<file path="src/rtl/pm_pkg.sv">
// ----------------------------------------------------------------------------
// pm_pkg: shared types and constants for the polynomial multiplier.
// Holds coefficient widths, the default term and lane counts, the product
// and accumulator widths and the control state type.
// ----------------------------------------------------------------------------
package pm_pkg;

  localparam int COEFF_W       = 32;
  localparam int INDEX_W       = 5;
  localparam int MAX_TERMS_DEF = 16;
  localparam int NUM_LANES_DEF = 4;
  // Exact Q32.32 product width and a generous accumulator width.
  localparam int PROD_W        = 64;
  localparam int ACC_W         = 72;

  typedef enum logic [1:0] {
    ST_IDLE,
    ST_CALC,
    ST_DRAIN,
    ST_OUT
  } pm_state_t;

endpackage

</file>
<file path="src/rtl/pm_lane.sv">
// ----------------------------------------------------------------------------
// pm_lane: one multiply-accumulate lane.
// Multiplies one stored coefficient pair per cycle, registers the product,
// then adds it to a running sum that is cleared at the start of each term.
// ----------------------------------------------------------------------------
module pm_lane (
  input  logic                                 clk,
  input  logic                                 clear,
  input  logic                                 en,
  input  logic signed [pm_pkg::COEFF_W-1:0]    a,
  input  logic signed [pm_pkg::COEFF_W-1:0]    b,
  output logic signed [pm_pkg::ACC_W-1:0]      sum
);
  import pm_pkg::*;

  logic signed [PROD_W-1:0] prod_r;
  logic                     prod_vld_r;
  logic signed [ACC_W-1:0]  sum_r;

  // Product register, then accumulate.
  always_ff @(posedge clk) begin
    prod_r     <= a * b;
    prod_vld_r <= en;
    if (clear) begin
      sum_r      <= '0;
      prod_vld_r <= 1'b0;
    end else if (prod_vld_r) begin
      sum_r <= sum_r + ACC_W'(prod_r);
    end
  end

  assign sum = sum_r;

endmodule

</file>
<file path="config.mk">
export PLATFORM = sky130hd
export DESIGN_NAME = pm_lane
export DESIGN_NICKNAME = d
export VERILOG_FILES = /design/src/rtl/pm_pkg.sv /design/src/rtl/pm_lane.sv
export SDC_FILE = /design/constraint.sdc
export NUM_CORES = 2
export LEC_CHECK = 0
export ABC_AREA = 1
export BUFFER_PORTS_ARGS = -buffer_cell sky130_fd_sc_hd__buf_2
export CORE_ASPECT_RATIO = 1.4
export CORE_UTILIZATION = 65
export DETAILED_ROUTE_END_ITERATION = 10
export PLACE_DENSITY = 0.86
export SYNTH_ARGS = -nofsm -noshare
export SYNTH_HDL_FRONTEND = slang
export SYNTH_SLANG_ARGS = --single-unit
</file>
<file path="constraint.sdc">
create_clock -name clk -period 9.05 [get_ports clk]
set_input_delay 1.3575 -clock clk [delete_from_list [all_inputs] [get_ports clk]]
set_output_delay 1.3575 -clock clk [all_outputs]
set_load 0.005 [all_outputs]
</file>
==> impl_metrics.tcl <==
set metrics [dict create \
    fp.dieArea_um2 74510 \
    critPathMostFrequentCell "fa_1" \
    pre_cts_slack_ps -183.9 \
    hold_class "reg -> reg" \
    setup_ws_ps 337.7 \
    place_congestion 1.023 \
    die_h_um 322.6 \
    synth_seq_cells 137 \
    grt_max_degree 76 \
    max_cap_viol_count 0 \
    cp_max_fo 24 \
    hold_viol 0 \
    htreeDepth 4 \
    layout_commonest_cell "inv_1" \
    drcViolationCount 0 \
    drt_wl_total_um 148900 \
    cts_buffers 17 \
    dieWidth_um 231.0 \
    postCtsSetupRepairBufs 0 \
    async_reset_ff_share_pct 0 \
    track_usage_pct 41.80 \
    wire_per_inst_um 20.15 \
    crit_chain "buf_2 > nand2_1 > fa_1 > fa_1 > buf_4 > fa_1 > fa_1 > inv_1 > fa_1 > fa_1 > fa_1 > fa_1 > ha_1 > a21o_1 > a31oi_1 > o21ai_0 > a21oi_1 > nand3_1 > a21oi_1 > xor2_1" \
    final_layout_size_suffix_gt1_share_pct 4.961 \
    io_buffers 138 \
    initial_core_util_pct 65.71 \
    critPathLaunch "b[8]" \
    maxSlewViolCount 0 \
    overflow 0 \
    yosys_warnings 0 \
    slew_headroom_pct 30.48 \
    synthFlopType "dfxtp_1" \
    vias 41090 \
    clock_sinks 137 \
    rr_startpoint "sum[0]" \
    dp_hpwl_um 127400 \
    period_share_pct 96.27 \
    crit_type "in -> reg" \
    clock.fmax_ghz 0.1148 \
    ios 139 \
    path_buf_inv 3 \
    syn-instance-count 6383 \
    antenna_found_initial 4 \
    yosysUniqueCellTypes 45 \
    grt_pass1_vias 45120 \
    ctsHoldBuffers 0 \
    status "finished clean" \
    worstSetupStartpointType "primary input" \
    ys_seq_area_share_pct 5.748 \
    cp_slowest_cell "fa_1" \
    cts_tree "done" \
    cp_slowest_stage_delay_ps 690 \
    hp-start "sum[71]" \
    synth_area_um2 47710 \
    area_growth_syn_to_layout_pct 4.956 \
    end_kind "register" \
    crit_required_ps 9430 \
    final_cell_mix "inv_1 (1864), nand2_1 (1648), fa_1 (1083)" \
    setup_viol 0 \
    first_pass_iters 6 \
    clk_path_buf_depth 2 \
    num_rows 117 \
    n_fill_cell 5800 \
    rsz0062_at_grt "no" \
    finalNetCount 7822 \
    fin_util_pct 68.97 \
    skew_ps 17.68 \
    synth_area_per_cell_um2 7.475 \
    cts_root_buf "clkbuf_16" \
    worstMarginPinSlew_ps 1042 \
    cts.clk_slew.worst_paths_ps 70 \
    post_drt_via_cell_ratio 5.563 \
    synth-edff-count 0 \
    min_period_ps 8712 \
    cts_resized 0 \
    cp_top_family "adder cells" \
    multi_input_area_um2 37110 \
    drtIter0Drc 3366 \
    antenna_left 0 \
    core-area_um2 72610 \
    grt_pass1_wl_um 235800 \
    synth_fp_nets 7788 \
    seqCellArea_um2 2746 \
    clock_latency_ps 460 \
    cp.arrival_ps 9100 \
]
[kinds of logic after synthesis]
group                    count (synthesis)  synth area share (%)
AO/OA/AOI/OAI                          401                 4.699
XOR/XNOR                                92                 1.689
adder cells (fa/ha/maj)               1338                 52.13
buffers and inverters                 2086                 16.48
flip-flops                             137                 5.748
AND/OR/NAND/NOR                       2329                 19.25
[final timing paths]
path	end	slack [ps]	cells past startpoint
setup / recovery	prod_r[54]	340	20
hold / removal	sum[71]	530	2
setup reg to reg	sum[62]	5410	17
hold reg to reg	sum[71]	530	2
[Yosys cell counts (all sizes together), types with 3 or more instances]
library cell	instances	area share (%)
clkbuf	214	1.7
inv	1867	15
nand2	1661	13
and3	3	0.039
ha	255	6.7
dfxtp	137	5.7
o21bai	32	0.50
nor4	10	0.17
nor3	18	0.23
buf	4	0.052
xnor2	23	0.42
a31oi	13	0.17
fa	1083	45
a21boi	8	0.14
nand4	28	0.38
o211ai	7	0.11
o21a	5	0.079
a21o	13	0.20
a21oi	175	1.9
xor2	69	1.3
nand3b	6	0.094
nand3	125	1.4
or2	8	0.10
nor2	468	3.7
o21ai	144	1.5
[flip-flops by register name, summed over array words and instances (netlist names)]
signal	flops
sum	72
prod_r	64
prod_vld_r	1
[cell type report]
cell class | count | share of cell area [%]
Timing Repair Buffer | 234 | 2.873
Sequential cell | 137 | 5.484
Multi-Input combinational cell | 4160 | 74.10
Clock buffer | 17 | 0.8495
Clock inverter | 15 | 0.2998
Tap cell | 952 | 2.379
Antenna cell | 5 | 0.02499
Inverter | 1867 | 13.99
[layer usage]
metal / track usage (%) / vias to the layer above / wire (um) / share of wire (%)
li1: - / 18140 / - / -
met1: 45.57 / 19890 / 49490 / 33
met2: 73.83 / 2311 / 74240 / 50
met3: 6.913 / 758 / 12440 / 8.4
met4: 29.42 / 0 / 12710 / 8.5
met5: 0 / - / 0 / 0
[metrics by stage]
stage	cells	cell area (um^2)	TNS [ps]	hold slack (ps)
after floorplan	6383	47710	0	485.6
after global placement	7350	49490	-55.84	507.0
after detailed placement	7350	49490	-220.9	530.8
after CTS	7382	50070	0	542.2
after global routing	7383	50070	0	580.5
final	7387	50080	0	533.8
[worst reg2reg max path: stages (launching register included)]
cell and delay [ps]:
dfxtp_1 350, ha_1 360, inv_1 120, fa_1 530, inv_1 220, nand3_1 110
nand2_2 240, nand2_1 80, nand2_1 310, nand3_1 150, nand3_2 180, nand2_1 80
nand2_1 210, nand3_1 200, nand3_1 110, nand3_1 120, nand2_1 120, inv_1 40
Power is not shown: default switching activity piles up to over one toggle a cycle in this logic, so the estimate is an artifact.
