$ cat src/rtl/pm_pkg.sv
// ----------------------------------------------------------------------------
// pm_pkg: shared types and constants for the polynomial multiplier.
// Holds coefficient widths, the default term and lane counts, the product
// and accumulator widths and the control state type.
// ----------------------------------------------------------------------------
package pm_pkg;

  localparam int COEFF_W       = 32;
  localparam int INDEX_W       = 5;
  localparam int MAX_TERMS_DEF = 16;
  localparam int NUM_LANES_DEF = 4;
  // Exact Q32.32 product width and a generous accumulator width.
  localparam int PROD_W        = 64;
  localparam int ACC_W         = 72;

  typedef enum logic [1:0] {
    ST_IDLE,
    ST_CALC,
    ST_DRAIN,
    ST_OUT
  } pm_state_t;

endpackage

$ cat src/rtl/pm_merge.sv
// ----------------------------------------------------------------------------
// pm_merge: combines the lane sums into one product coefficient.
// Adds the lane sums in a register, then truncates toward zero to Q16.16
// and saturates to 32 bits.
// ----------------------------------------------------------------------------
module pm_merge #(
  parameter int NUM_LANES = pm_pkg::NUM_LANES_DEF
) (
  input  logic                                              clk,
  input  logic                                              load,
  input  logic signed [NUM_LANES-1:0][pm_pkg::ACC_W-1:0]    sums,
  output logic        [pm_pkg::COEFF_W-1:0]                 coeff,
  output logic                                              ovf
);
  import pm_pkg::*;

  logic signed [ACC_W-1:0] total_r;
  logic signed [ACC_W-1:0] total_nxt;
  logic signed [ACC_W-1:0] trunc;

  always_comb begin
    total_nxt = '0;
    for (int l = 0; l < NUM_LANES; l++) begin
      total_nxt = total_nxt + sums[l];
    end
  end

  always_ff @(posedge clk) begin
    if (load) begin
      total_r <= total_nxt;
    end
  end

  // Round toward zero: negative values with fraction bits move up by one.
  always_comb begin
    trunc = total_r >>> 16;
    if (total_r[ACC_W-1] && (total_r[15:0] != '0)) begin
      trunc = trunc + ACC_W'(1);
    end
    ovf   = 1'b0;
    coeff = trunc[COEFF_W-1:0];
    if (trunc > ACC_W'(signed'(33'sh0_7FFF_FFFF))) begin
      coeff = 32'h7FFF_FFFF;
      ovf   = 1'b1;
    end else if (trunc < -(ACC_W'(signed'(33'sh0_8000_0000)))) begin
      coeff = 32'h8000_0000;
      ovf   = 1'b1;
    end
  end

endmodule

$ cat config.mk
export PLATFORM = sky130hd
export DESIGN_NAME = pm_merge
export DESIGN_NICKNAME = d
export VERILOG_FILES = /design/src/rtl/pm_pkg.sv /design/src/rtl/pm_merge.sv
export SDC_FILE = /design/constraint.sdc
export NUM_CORES = 1
export LEC_CHECK = 0
export CAP_MARGIN = 20
export CORE_ASPECT_RATIO = 0.5
export CORE_MARGIN = 8
export CORE_UTILIZATION = 30
export CTS_CLUSTER_DIAMETER = 30
export DETAILED_ROUTE_END_ITERATION = 10
export DONT_BUFFER_PORTS = 1
export SETUP_SLACK_MARGIN = 0.1
export SKIP_LAST_GASP = 1
export SLEW_MARGIN = 20
export SYNTH_ARGS = -nofsm -noshare
export SYNTH_HDL_FRONTEND = slang
export SYNTH_SLANG_ARGS = --single-unit
$ cat constraint.sdc
create_clock -name clk -period 8.4 [get_ports clk]
set_input_delay 1.68 -clock clk [delete_from_list [all_inputs] [get_ports clk]]
set_output_delay 1.68 -clock clk [all_outputs]
set_load 0.02 [all_outputs]
==> metrics.md, run 1 <==
| Metric | Value |
|---|---|
| Mux contribution to synthesized area | 0.00518 |
| CP max stage cell | o41ai_1 |
| Estimated wirelength of the detail-placed design | 28100 um |
| Post-Synth XOR/XNOR Area | 0.0746 |
| Relative slew slack | 0.259 |
| Net Count, Synth | around 2000 |
| Clk pwr share | 0.107 |
| Routed WL | 32300 um |
| Internal power | roughly 1.8 mW |
| Row cnt | 52 |
| Post_cts resized | 0 |
| Placed Cells | between 1500 and 2000 |
| Largest net degree at the start of global routing | 73 |
| Total Nets Final | 1948 |
| Iter 0 DRT Violations | slightly above 600 |
| Minimum clock period | around 6.5 ns |
| Reg power frac | 0.242 |
| Setup Buffers After CTS | 0 |
| Die Y | 159 um |
| Final GP Congestion | 0.932 |
| Worst Setup End Kind | primary output |
| Synth warn | 0 |
| Reg clk slew, reported paths | 0.06 ns |
| Layout cells sized above 1 | 0.0386 |
| Post-synthesis compound-gate area fraction | 0.163 |
| CTS root buffer | clkbuf_16 |
| CP Launch Type | flip-flop |
| Critical path cell sequence | or4_1 -> o41ai_1 -> nor3_1 -> nand4_1 -> nand2_1 -> a21oi_1 -> a21oi_1 -> a2111oi_2 -> nor2_4 -> a31oi_1 |
| Max Slew Vio Count | 0 |
| Clk sink count | 72 |
| Area of the mapped netlist | 12300 um^2 |
| Routed vias/inst | 4.83 |
| Vias in the first global route | about 10000 |
| Worst vdd ir | 121 uV |
| IO Count | 323 |
| Crit path max fanout | 31 |
| Largest family of logic cells by synthesized area | adder cells |
| Antenna violations before repair | 0 |
| Antenna-violating nets left | 0 |
| Tot GR Track Use | 0.131 |
| Post-Synth Adder-Cell Area | 0.304 |
| Largest registers | total_r: 72 flops |
| Cell Pwr Density | 273 nW/um^2 |
| Leakage | approximately 6.2 nW |
| Most common cell in the netlist | inv_1 |
| Filler cell count | 4284 |
| Simple-gate area share of the yosys netlist | 0.138 |
| DRC viols | 0 |
| Die X | 303 um |
| Mean Syn Cell Area | ~8.4 um^2 |
| Combinational share of power | 0.652 |
| Worst EP required | 6.72 ns |
| H-tree Lvls | 3 |
| Largest Register | total_r |
| Critical Path Start | total_r[10]$_DFFE_PP_ |
| Crit path kind | flip-flop to primary output |
| Most used cell along the critical path | a21oi_1 |
| Setup TNS | 0 ns |
| Max reg flops | 72 |
| Worst slew pin tran | 1.11 ns |
| CTS tree | done |
| Hold Violations, Final | 0 |
| Die area | 48200 um^2 |
| CP peak stage delay | 0.89 ns |
| Share of the yosys chip area belonging to registers | 0.175 |
| Top-area cell type share of the netlist area | 0.231 |
| Worst Hold Class | input pin to flip-flop |
| Commonest cells post-synth | 404 x inv_1, 142 x fa_1, 92 x a21oi_1 |
| Post-synth top flop | edfxtp_1 |
| RSZ-0062 raised after global routing | false |
| Final period util | 0.778 |
| #FFs+latches synth | 72 |
| Core region area | 40500 um^2 |
| Max Freq | 153 MHz |
| Synth area leader | fa_1 |
| GRT Residual Overflow | 0 |
| Routed vias | 9607 |
| Fin cells | between 1500 and 2000 |
| Diodes inserted | 0 |
| Crit path max-delay family | compound AO/OA/AOI/OAI gates |
| Post-synth EDFFs | 72 |
| Drt pass-1 iters | 5 |
| Status | completed |
| WP depth | 10 |
| Cells after synthesis | 1472 |
| Setup Viol. Count Final | 0 |
| CP arrival | approximately 4.9 ns |
| Synth top area cells | fa_1 23%, edfxtp_1 18%, inv_1 12%, ha_1 7.3%, xnor2_1 3.8% |
| Crit path buf inv count | 0 |
| Clk buf depth | 2 |
| WL/cell | 16.2 um |
| Switch Pwr | 1.79 mW |
| Total CTS buffers | 9 |
| Post-synth ARST share | 0 |
| Switching power share of the total | 0.500 |
| First-pass GRT wire length | 51600 um |
| Layout Utilization | 0.324 |
| Cell variety after synth | 68 |
| Worst Setup EP | coeff[1] |
| Max Cap Viol | 0 |
| Post-synthesis to final-layout area growth | 6.51% |
| Post-CTS Hold Buffers | 0 |
| IO Port Bufs | 0 |
| Initial core utilization | 0.305 |
-- stage by stage --
step | power (mW) | area (um^2) | hold slack (ns) | setup WS, ns
2_1_floorplan | 2.64 | 12300 | 1.79 | 2.81
3_3_place_gp | 3.19 | 12800 | 1.81 | 1.90
3_5_place_dp | 3.20 | 12800 | 1.81 | 1.89
4_1_cts | 3.60 | 13100 | 1.46 | 1.90
5_1_grt | 3.89 | 13100 | 1.46 | 1.60
6_report | 3.58 | 13100 | 1.47 | 1.86
-- power groups by stage --
stage               combinational, mW  sequential, mW  clock [mW]
global placement                 2.33           0.865           0
finish                           2.33           0.865       0.382
floorplan                        1.84           0.803           0
global route                     2.60           0.894       0.401
detailed placement               2.34           0.867           0
CTS                              2.35           0.863       0.386
-- worst min path at each step --
stage / startpoint / to / slack [ns] / depth (start not counted)
2_1_floorplan: load / total_r[0]$_DFFE_PP_ / 1.79 / 0
3_3_place_gp: load / total_r[70]$_DFFE_PP_ / 1.81 / 0
3_5_place_dp: load / total_r[70]$_DFFE_PP_ / 1.81 / 0
4_1_cts: load / total_r[70]$_DFFE_PP_ / 1.46 / 0
5_1_grt: load / total_r[70]$_DFFE_PP_ / 1.46 / 0
6_report: load / total_r[70]$_DFFE_PP_ / 1.47 / 0
-- cell type report --
cell class              instances  area (um^2)  share of cell area
multi-input cells             955         8460               0.644
well taps                     540          676              0.0515
flip-flops and latches         72         2160               0.165
clock inverters                 6         70.1             0.00534
inverters                     404         1520               0.116
clock buffers                  10          229              0.0174
repair buffers                  2         15.0             0.00114
-- routing by layer --
layer / track usage / up-vias / wire, um
met1: 0.158 / 4650 / 13100
met5: 0 / - / 0
li1: - / 4716 / -
met3: 0.0155 / 40 / 1100
met2: 0.240 / 201 / 17100
met4: 0.0390 / 0 / 921
-- logic make-up (layout without fill, tap and decap cells) --
family | after synthesis | count (layout)
buffers and inverters | 445 | 422
and+or+nand+nor | 328 | 328
AOI/OAI and AO/OA | 302 | 302
adders and majority gates | 214 | 214
xor gates and xnor gates | 105 | 105
DFF | 72 | 72
muxes | 6 | 6
-- cell usage in the layout (no fill, tap or decap), drive strengths merged, types with 6 or more instances in the layout --
master / Yosys / layout
nor3: 16 / 16
nand3: 37 / 37
nor2: 51 / 51
clkbuf: 31 / 10
nand4: 40 / 40
nor2b: 14 / 14
nand2: 86 / 86
xor2: 51 / 51
o21ai: 51 / 51
o21bai: 15 / 15
edfxtp: 72 / 72
or3: 6 / 6
xnor2: 54 / 54
ha: 72 / 72
nor4: 9 / 9
fa: 142 / 142
a21oi: 121 / 121
and2: 9 / 9
nand2b: 12 / 12
o31ai: 6 / 6
inv: 404 / 404
o21a: 13 / 13
and4: 12 / 12
a31oi: 16 / 16
and3: 14 / 14
a21o: 36 / 36
or4: 7 / 7
No activity file was read; power rests on OpenSTA's default activity.
==> run 2, diff against run 1 <==
- clock period: 8.4 -> 5.9 ns (I/O delays scaled with it)
==> run 2 against run 1 <==
Routed wire length down 0.18%. First-iteration DRC count shrank 19%. Worst setup slack got worse by 1.5 ns. Via count grew 0.51%. Die area unchanged. Core utilization rose by 0.30 points. Flip-flop and latch count unchanged. Worst hold slack lost 0.49 ns. Combinational power up 46%. Critical path depth unchanged.
==> metrics.md, run 2 (same netlist as run 1, synthesis figures left out) <==
| Metric | Value |
|---|---|
| WL/cell | 16.1 um (-0.87%) |
| Internal power | 2.60 mW (+45%) |
| Row cnt | 52 (unchanged) |
| Minimum clock period | about 5.5 ns |
| Layout cells sized above 1 | 0.0472 (+0.00855) |
| Leakage | 6.26 nW (+1.3%) |
| Clk pwr share | 0.105 (-0.002) |
| Die area | 48200 um^2 (unchanged) |
| First-pass GRT wire length | 51300 um (-0.68%) |
| Estimated wirelength of the detail-placed design | 28000 um (-0.20%) |
| Switch Pwr | 2.57 mW (+44%) |
| Post-synthesis to final-layout area growth | 7.50% |
| Hold path depth | 0 (unchanged) |
| Setup TNS | 0 ns (unchanged) |
| Worst Setup End Kind | primary output |
| Most frequent cells in the layout | 404 x inv_1, 142 x fa_1, 92 x a21oi_1 |
| Max Freq | 181 MHz |
| Setup Buffers After CTS | 0 (unchanged) |
| Worst Hold Path EP | total_r[71]$_DFFE_PP_ |
| Antenna-violating nets left | 0 (unchanged) |
| Cell Pwr Density | 390 nW/um^2 (+43%) |
| Final GP Congestion | 0.930 (-0.26%) |
| Clk sink count | 72 (unchanged) |
| Hold Violations, Final | 0 (unchanged) |
| Register area | 2160 um^2 (unchanged) |
| Post-CTS Hold Buffers | 0 (unchanged) |
| Total CTS buffers | 9 (unchanged) |
| Iter 0 DRT Violations | 504 (-19%) |
| Reg power frac | 0.238 (-0.004) |
| WHS | 0.976 ns (-0.494 ns) |
| Largest registers | total_r: 72 flops |
| Pwr Total | 5.17 mW (+44%) |
| Filler cell count | 4284 (unchanged) |
| Fin cells | 2003 (+0.70%) |
| Area occupied by multi-input gates | 8460 um^2 (unchanged) |
| Largest Register | total_r |
| GRT Residual Overflow | 0 (unchanged) |
| Vias in the first global route | 10000 (-1.1%) |
| DRC viols | 0 (unchanged) |
| CTS root buffer | clkbuf_16 |
| Total Nets Final | 1961 (+0.67%) |
| Routed vias/inst | 4.82 (-0.19%) |
| CP Launch Type | flip-flop |
| IO Port Bufs | 0 (unchanged) |
| CTS tree | done |
| H-tree Lvls | 3 (unchanged) |
| Crit path kind | flip-flop to primary output |
| Crit path max fanout | 20 (-35%) |
| Worst vdd ir | 159 uV (+32%) |
| Placed Cells | 1985 (+0.61%) |
| Max Slew Vio Count | 0 (unchanged) |
| Antenna violations before repair | 1 (+1) |
| Hold path start | load |
| Worst EP required | 4.72 ns (-2.00 ns) |
| Combinational share of power | 0.657 (+0.005) |
| Routed WL | 32200 um (-0.18%) |
| Post_cts resized | 0 (unchanged) |
| Core region area | 40500 um^2 (unchanged) |
| Largest net degree at the start of global routing | 73 (unchanged) |
| RSZ-0062 raised after global routing | false |
| Tot GR Track Use | 0.129 (-0.00114) |
| Initial core utilization | 0.305 (unchanged) |
| Die Y | 159 um (unchanged) |
| Relative slew slack | 0.470 (+0.211) |
| IO Count | 323 (unchanged) |
| Worst slew pin tran | 0.787 ns (-0.322 ns) |
| Clk buf depth | 2 (unchanged) |
| Worst Hold Class | input pin to flip-flop |
| CP arrival | 4.35 ns (-0.51 ns) |
| Setup Viol. Count Final | 0 (unchanged) |
| Most common cell after layout, fill and taps aside | inv_1 |
| Drt pass-1 iters | 5 (unchanged) |
| Routed vias | 9656 (+0.51%) |
| Reg clk slew, reported paths | 0.06 ns (about the same) |
| Max reg flops | 72 (unchanged) |
| Die X | 303 um (unchanged) |
| Final period util | 0.938 |
| Switching power share of the total | 0.497 (-0.00276) |
| Max Cap Viol | 0 (unchanged) |
| Status | completed |
[run 2: changes by cell type in the layout (fill, tap and decap cells not counted)]
| cell | delta |
|---|---|
| clkinv_2 | +1 |
| clkinv_4 | -1 |
| inv_6 | +1 |
| buf_12 | +2 |
| clkbuf_1 | -1 |
| buf_4 | +11 |
| clkinv_1 | +1 |
| clkinvlp_4 | -1 |
| diode_2 | +1 |
[run 2: routing by layer]
layer,vias to the layer above,wire (um),global-route usage,share of wire
met5,-,0,0,0
met1,4675,13200,0.159,0.41
met4,0,1130,0.0486,0.035
li1,4746,-,-,-
met3,42,1110,0.0129,0.034
met2,193,16800,0.232,0.52
[run 2: worst max path at each step]
stage,end,slack (ns),from,cells past startpoint
after floorplan,total_r[53]$_DFFE_PP_,0.81,sums[1],15
after global placement,total_r[71]$_DFFE_PP_,0.28,sums[34],16
after detailed placement,total_r[70]$_DFFE_PP_,0.23,sums[2],16
after CTS,coeff[1],0.35,total_r[10]$_DFFE_PP_,10
after global routing,total_r[53]$_DFFE_PP_,0.12,sums[3],16
final,coeff[29],0.37,total_r[10]$_DFFE_PP_,10
[run 2: layout make-up]
cell class / count / area share
Clock inverter: 7 / 0.00538
Multi-Input combinational cell: 955 / 0.638
Timing Repair Buffer: 15 / 0.0104
Sequential cell: 72 / 0.163
Inverter: 404 / 0.114
Antenna cell: 1 / 0.000189
Tap cell: 540 / 0.0510
Clock buffer: 9 / 0.0170
[run 2: through the flow]
stage | worst slack, ns | utilization | cell area (um^2)
final | 0.369 | 0.327 | 13200
after global routing | 0.117 | 0.327 | 13200
after CTS | 0.349 | 0.327 | 13200
after detailed placement | 0.228 | 0.320 | 12900
after global placement | 0.275 | 0.320 | 12900
after floorplan | 0.805 | - | 12300
[run 2: critical path, cell delays in order, from the launching register on]
cell and delay [ns]:
edfxtp_1 0.39, or4_1 0.56, o41a_1 0.60, and3_1 0.36, o41ai_2 0.25, a21oi_1 0.14
or4_1 0.45, a2111oi_2 0.48, nor2_4 0.18, buf_12 0.22, a21oi_2 0.36
[run 2: power groups by stage]
stage / Combinational (mW) / Clock [mW] / Sequential, mW
3_5_place_dp: 3.38 / 0 / 1.23
6_report: 3.40 / 0.541 / 1.23
4_1_cts: 3.40 / 0.554 / 1.23
5_1_grt: 3.77 / 0.576 / 1.27
3_3_place_gp: 3.37 / 0 / 1.24
2_1_floorplan: 2.62 / 0 / 1.14
==> run 3, diff against run 2 <==
--- a/config.mk
+++ b/config.mk
@@ -14,5 +14,4 @@
 export DONT_BUFFER_PORTS = 1
 export SETUP_SLACK_MARGIN = 0.1
-export SKIP_LAST_GASP = 1
 export SLEW_MARGIN = 20
 export SYNTH_ARGS = -nofsm -noshare
==> constraint.sdc (replaced) <==
create_clock -name clk -period 5.9 [get_ports clk]
set_input_delay 0.885 -clock clk [delete_from_list [all_inputs] [get_ports clk]]
set_output_delay 0.885 -clock clk [all_outputs]
set_load 0.02 [all_outputs]
==> run 3 against run 2 <==
Combinational power is 2% lower. Core utilization down 0.15 points. Design area shrank 0.45%. Worst setup slack better by 0.12 ns. Routed wire length is 0.51% lower. Die area is the same. First-iteration DRC count increased by 29%. Final cell count down 0.35%. Clock power grew 0.9%. Highest routed layer unchanged.
==> metrics.md, run 3 (same netlist as run 1, synthesis figures left out) <==
| Metric | Value |
|---|---|
| Routed WL | 32100 um (-0.51%) |
| Max Slew Vio Count | 0 (unchanged) |
| Minimum clock period | 5.41 ns (-0.124 ns) |
| Worst EP required | 5.02 ns (+0.30 ns) |
| RSZ-0062 raised after global routing | false |
| Leakage | 6.21 nW (-0.70%) |
| Reg clk slew, reported paths | 0.06 ns (about the same) |
| Worst vdd ir | 151 uV (-5.2%) |
| Initial core utilization | 0.305 (unchanged) |
| Die X | 303 um (unchanged) |
| Hold path depth | 0 (unchanged) |
| Clk pwr share | 0.107 (+0.002) |
| Cell Pwr Density | 387 nW/um^2 (-0.66%) |
| Max Cap Viol | 0 (unchanged) |
| Routed vias/inst | 4.86 (+0.86%) |
| Die area | 48200 um^2 (unchanged) |
| Reg power frac | 0.240 (+0.002) |
| Largest Register | total_r |
| Estimated wirelength of the detail-placed design | 27700 um (-1.1%) |
| Final instance area | 13200 um^2 (-0.45%) |
| Drt pass-1 iters | 5 (unchanged) |
| Fin cells | 1996 (-0.35%) |
| Setup Viol. Count Final | 0 (unchanged) |
| Iter 0 DRT Violations | 652 (+29%) |
| Clk buf depth | 2 (unchanged) |
| Setup TNS | 0 ns (unchanged) |
| Setup Buffers After CTS | 0 (unchanged) |
| Total Nets Final | 1954 (-0.36%) |
| Crit path max fanout | 16 (-20%) |
| IO Port Bufs | 0 (unchanged) |
| Placed Cells | 1978 (-0.35%) |
| Internal power | 2.56 mW (-1.4%) |
| Row cnt | 52 (unchanged) |
| DRC viols | 0 (unchanged) |
| H-tree Lvls | 3 (unchanged) |
| Post_cts resized | 0 (unchanged) |
| Worst slew pin tran | 1.06 ns (+0.273 ns) |
| Status | completed |
| Critical Path Start | total_r[10]$_DFFE_PP_ |
| Core region area | 40500 um^2 (unchanged) |
| Antenna violations before repair | 1 (unchanged) |
| Final GP Congestion | 0.903 (-2.9%) |
| Routed vias | 9705 (+0.51%) |
| Most common cell after layout, fill and taps aside | inv_1 |
| Setup slack after layout | 0.492 ns (+0.124 ns) |
| Combinational share of power | 0.653 (-0.004) |
| Post-CTS Hold Buffers | 0 (unchanged) |
| Layout Utilization | 0.326 (-0.00148) |
| Max reg flops | 72 (unchanged) |
| Relative slew slack | 0.292 (-0.178) |
| Cell Area, Placed | 12900 um^2 (-0.50%) |
| WL/cell | 16.1 um (-0.16%) |
| Final period util | 0.917 (-0.0210) |
| Max Freq | 185 MHz (+2.3%) |
| CTS tree | done |
| IO Count | 323 (unchanged) |
| GRT Residual Overflow | 0 (unchanged) |
| Post-synthesis to final-layout area growth | 7.02% |
| Worst Hold Path EP | total_r[66]$_DFFE_PP_ |
| First-pass GRT wire length | 51100 um (-0.31%) |
| Hold Violations, Final | 0 (unchanged) |
| Switching power share of the total | 0.498 (+0.00139) |
| Switch Pwr | 2.55 mW (-0.84%) |
| Largest net degree at the start of global routing | 73 (unchanged) |
| Tot GR Track Use | 0.129 (-0.000819) |
| Clk sink count | 72 (unchanged) |
| CTS root buffer | clkbuf_16 |
| Die Y | 159 um (unchanged) |
| Worst Hold Class | input pin to flip-flop |
| Total CTS buffers | 9 (unchanged) |
| Worst Setup End Kind | primary output |
| Hold path start | load |
| Antenna-violating nets left | 0 (unchanged) |
| Crit path kind | flip-flop to primary output |
| Vias in the first global route | 10100 (+0.17%) |
| Largest registers | total_r: 72 flops |
| Dpl ws | 0.497 ns (+0.269 ns) |
| CP Launch Type | flip-flop |
| Layout cells sized above 1 | 0.0426 (-0.00458) |
| Most frequent cells in the layout | 404 x inv_1, 142 x fa_1, 92 x a21oi_1 |
| CP arrival | 4.52 ns (+0.17 ns) |
-- run 3: changes by cell type in the layout (fill, tap and decap cells not counted), sizes merged --
cell,delta
inv,+1
buf,-8
clkinv,-2
clkbuf,+1
nor2,+1
-- run 3: metrics by stage --
step / power, mW / hold slack [ns]
2_1_floorplan: 3.76 / 0.997
3_3_place_gp: 4.57 / 1.01
3_5_place_dp: 4.57 / 1.01
4_1_cts: 5.13 / 0.672
5_1_grt: 5.57 / 0.665
6_report: 5.11 / 0.683
-- run 3: routing by layer --
metal	part of all wire	global-route usage	wire, um	vias up
met5	0	0	0	-
li1	-	-	-	4727
met3	0.035	0.0125	1120	23
met4	0.019	0.0271	598	0
met1	0.41	0.160	13100	4770
met2	0.54	0.239	17300	185
-- run 3: worst max path at each step --
stage               cells past startpoint  slack, ns                     to
CTS                                    11       0.45               coeff[1]
global placement                       16       0.47  total_r[71]$_DFFE_PP_
detailed placement                     16       0.50  total_r[70]$_DFFE_PP_
finish                                  9       0.49               coeff[6]
global route                           11       0.16              coeff[29]
floorplan                              15       1.10  total_r[53]$_DFFE_PP_
-- run 3: final cells by class --
type	instances	area, um^2
sequential	72	2160
clock buffer	10	229
timing repair buffer	7	52.6
fill	4265	27300
clock inverter	6	66.3
antenna	1	2.50
multi-input combinational	956	8480
inverter	404	1520
tap	540	676
-- run 3: power by group through the flow --
stage / clock, mW / sequential, mW / combinational (mW)
after detailed placement: 0 / 1.23 / 3.33
after floorplan: 0 / 1.14 / 2.62
final: 0.546 / 1.23 / 3.33
after global routing: 0.575 / 1.27 / 3.72
after CTS: 0.554 / 1.23 / 3.35
after global placement: 0 / 1.24 / 3.33
-- run 3: critical path: stages, from the launching register on --
cell and delay, ns:
edfxtp_1 0.36, or4_1 0.58, o41a_1 0.59, and3_1 0.44, o41ai_2 0.29, a21oi_1 0.15, or4_1 0.49, a2111oi_4 0.51
nor2_2 0.33, a21oi_2 0.43
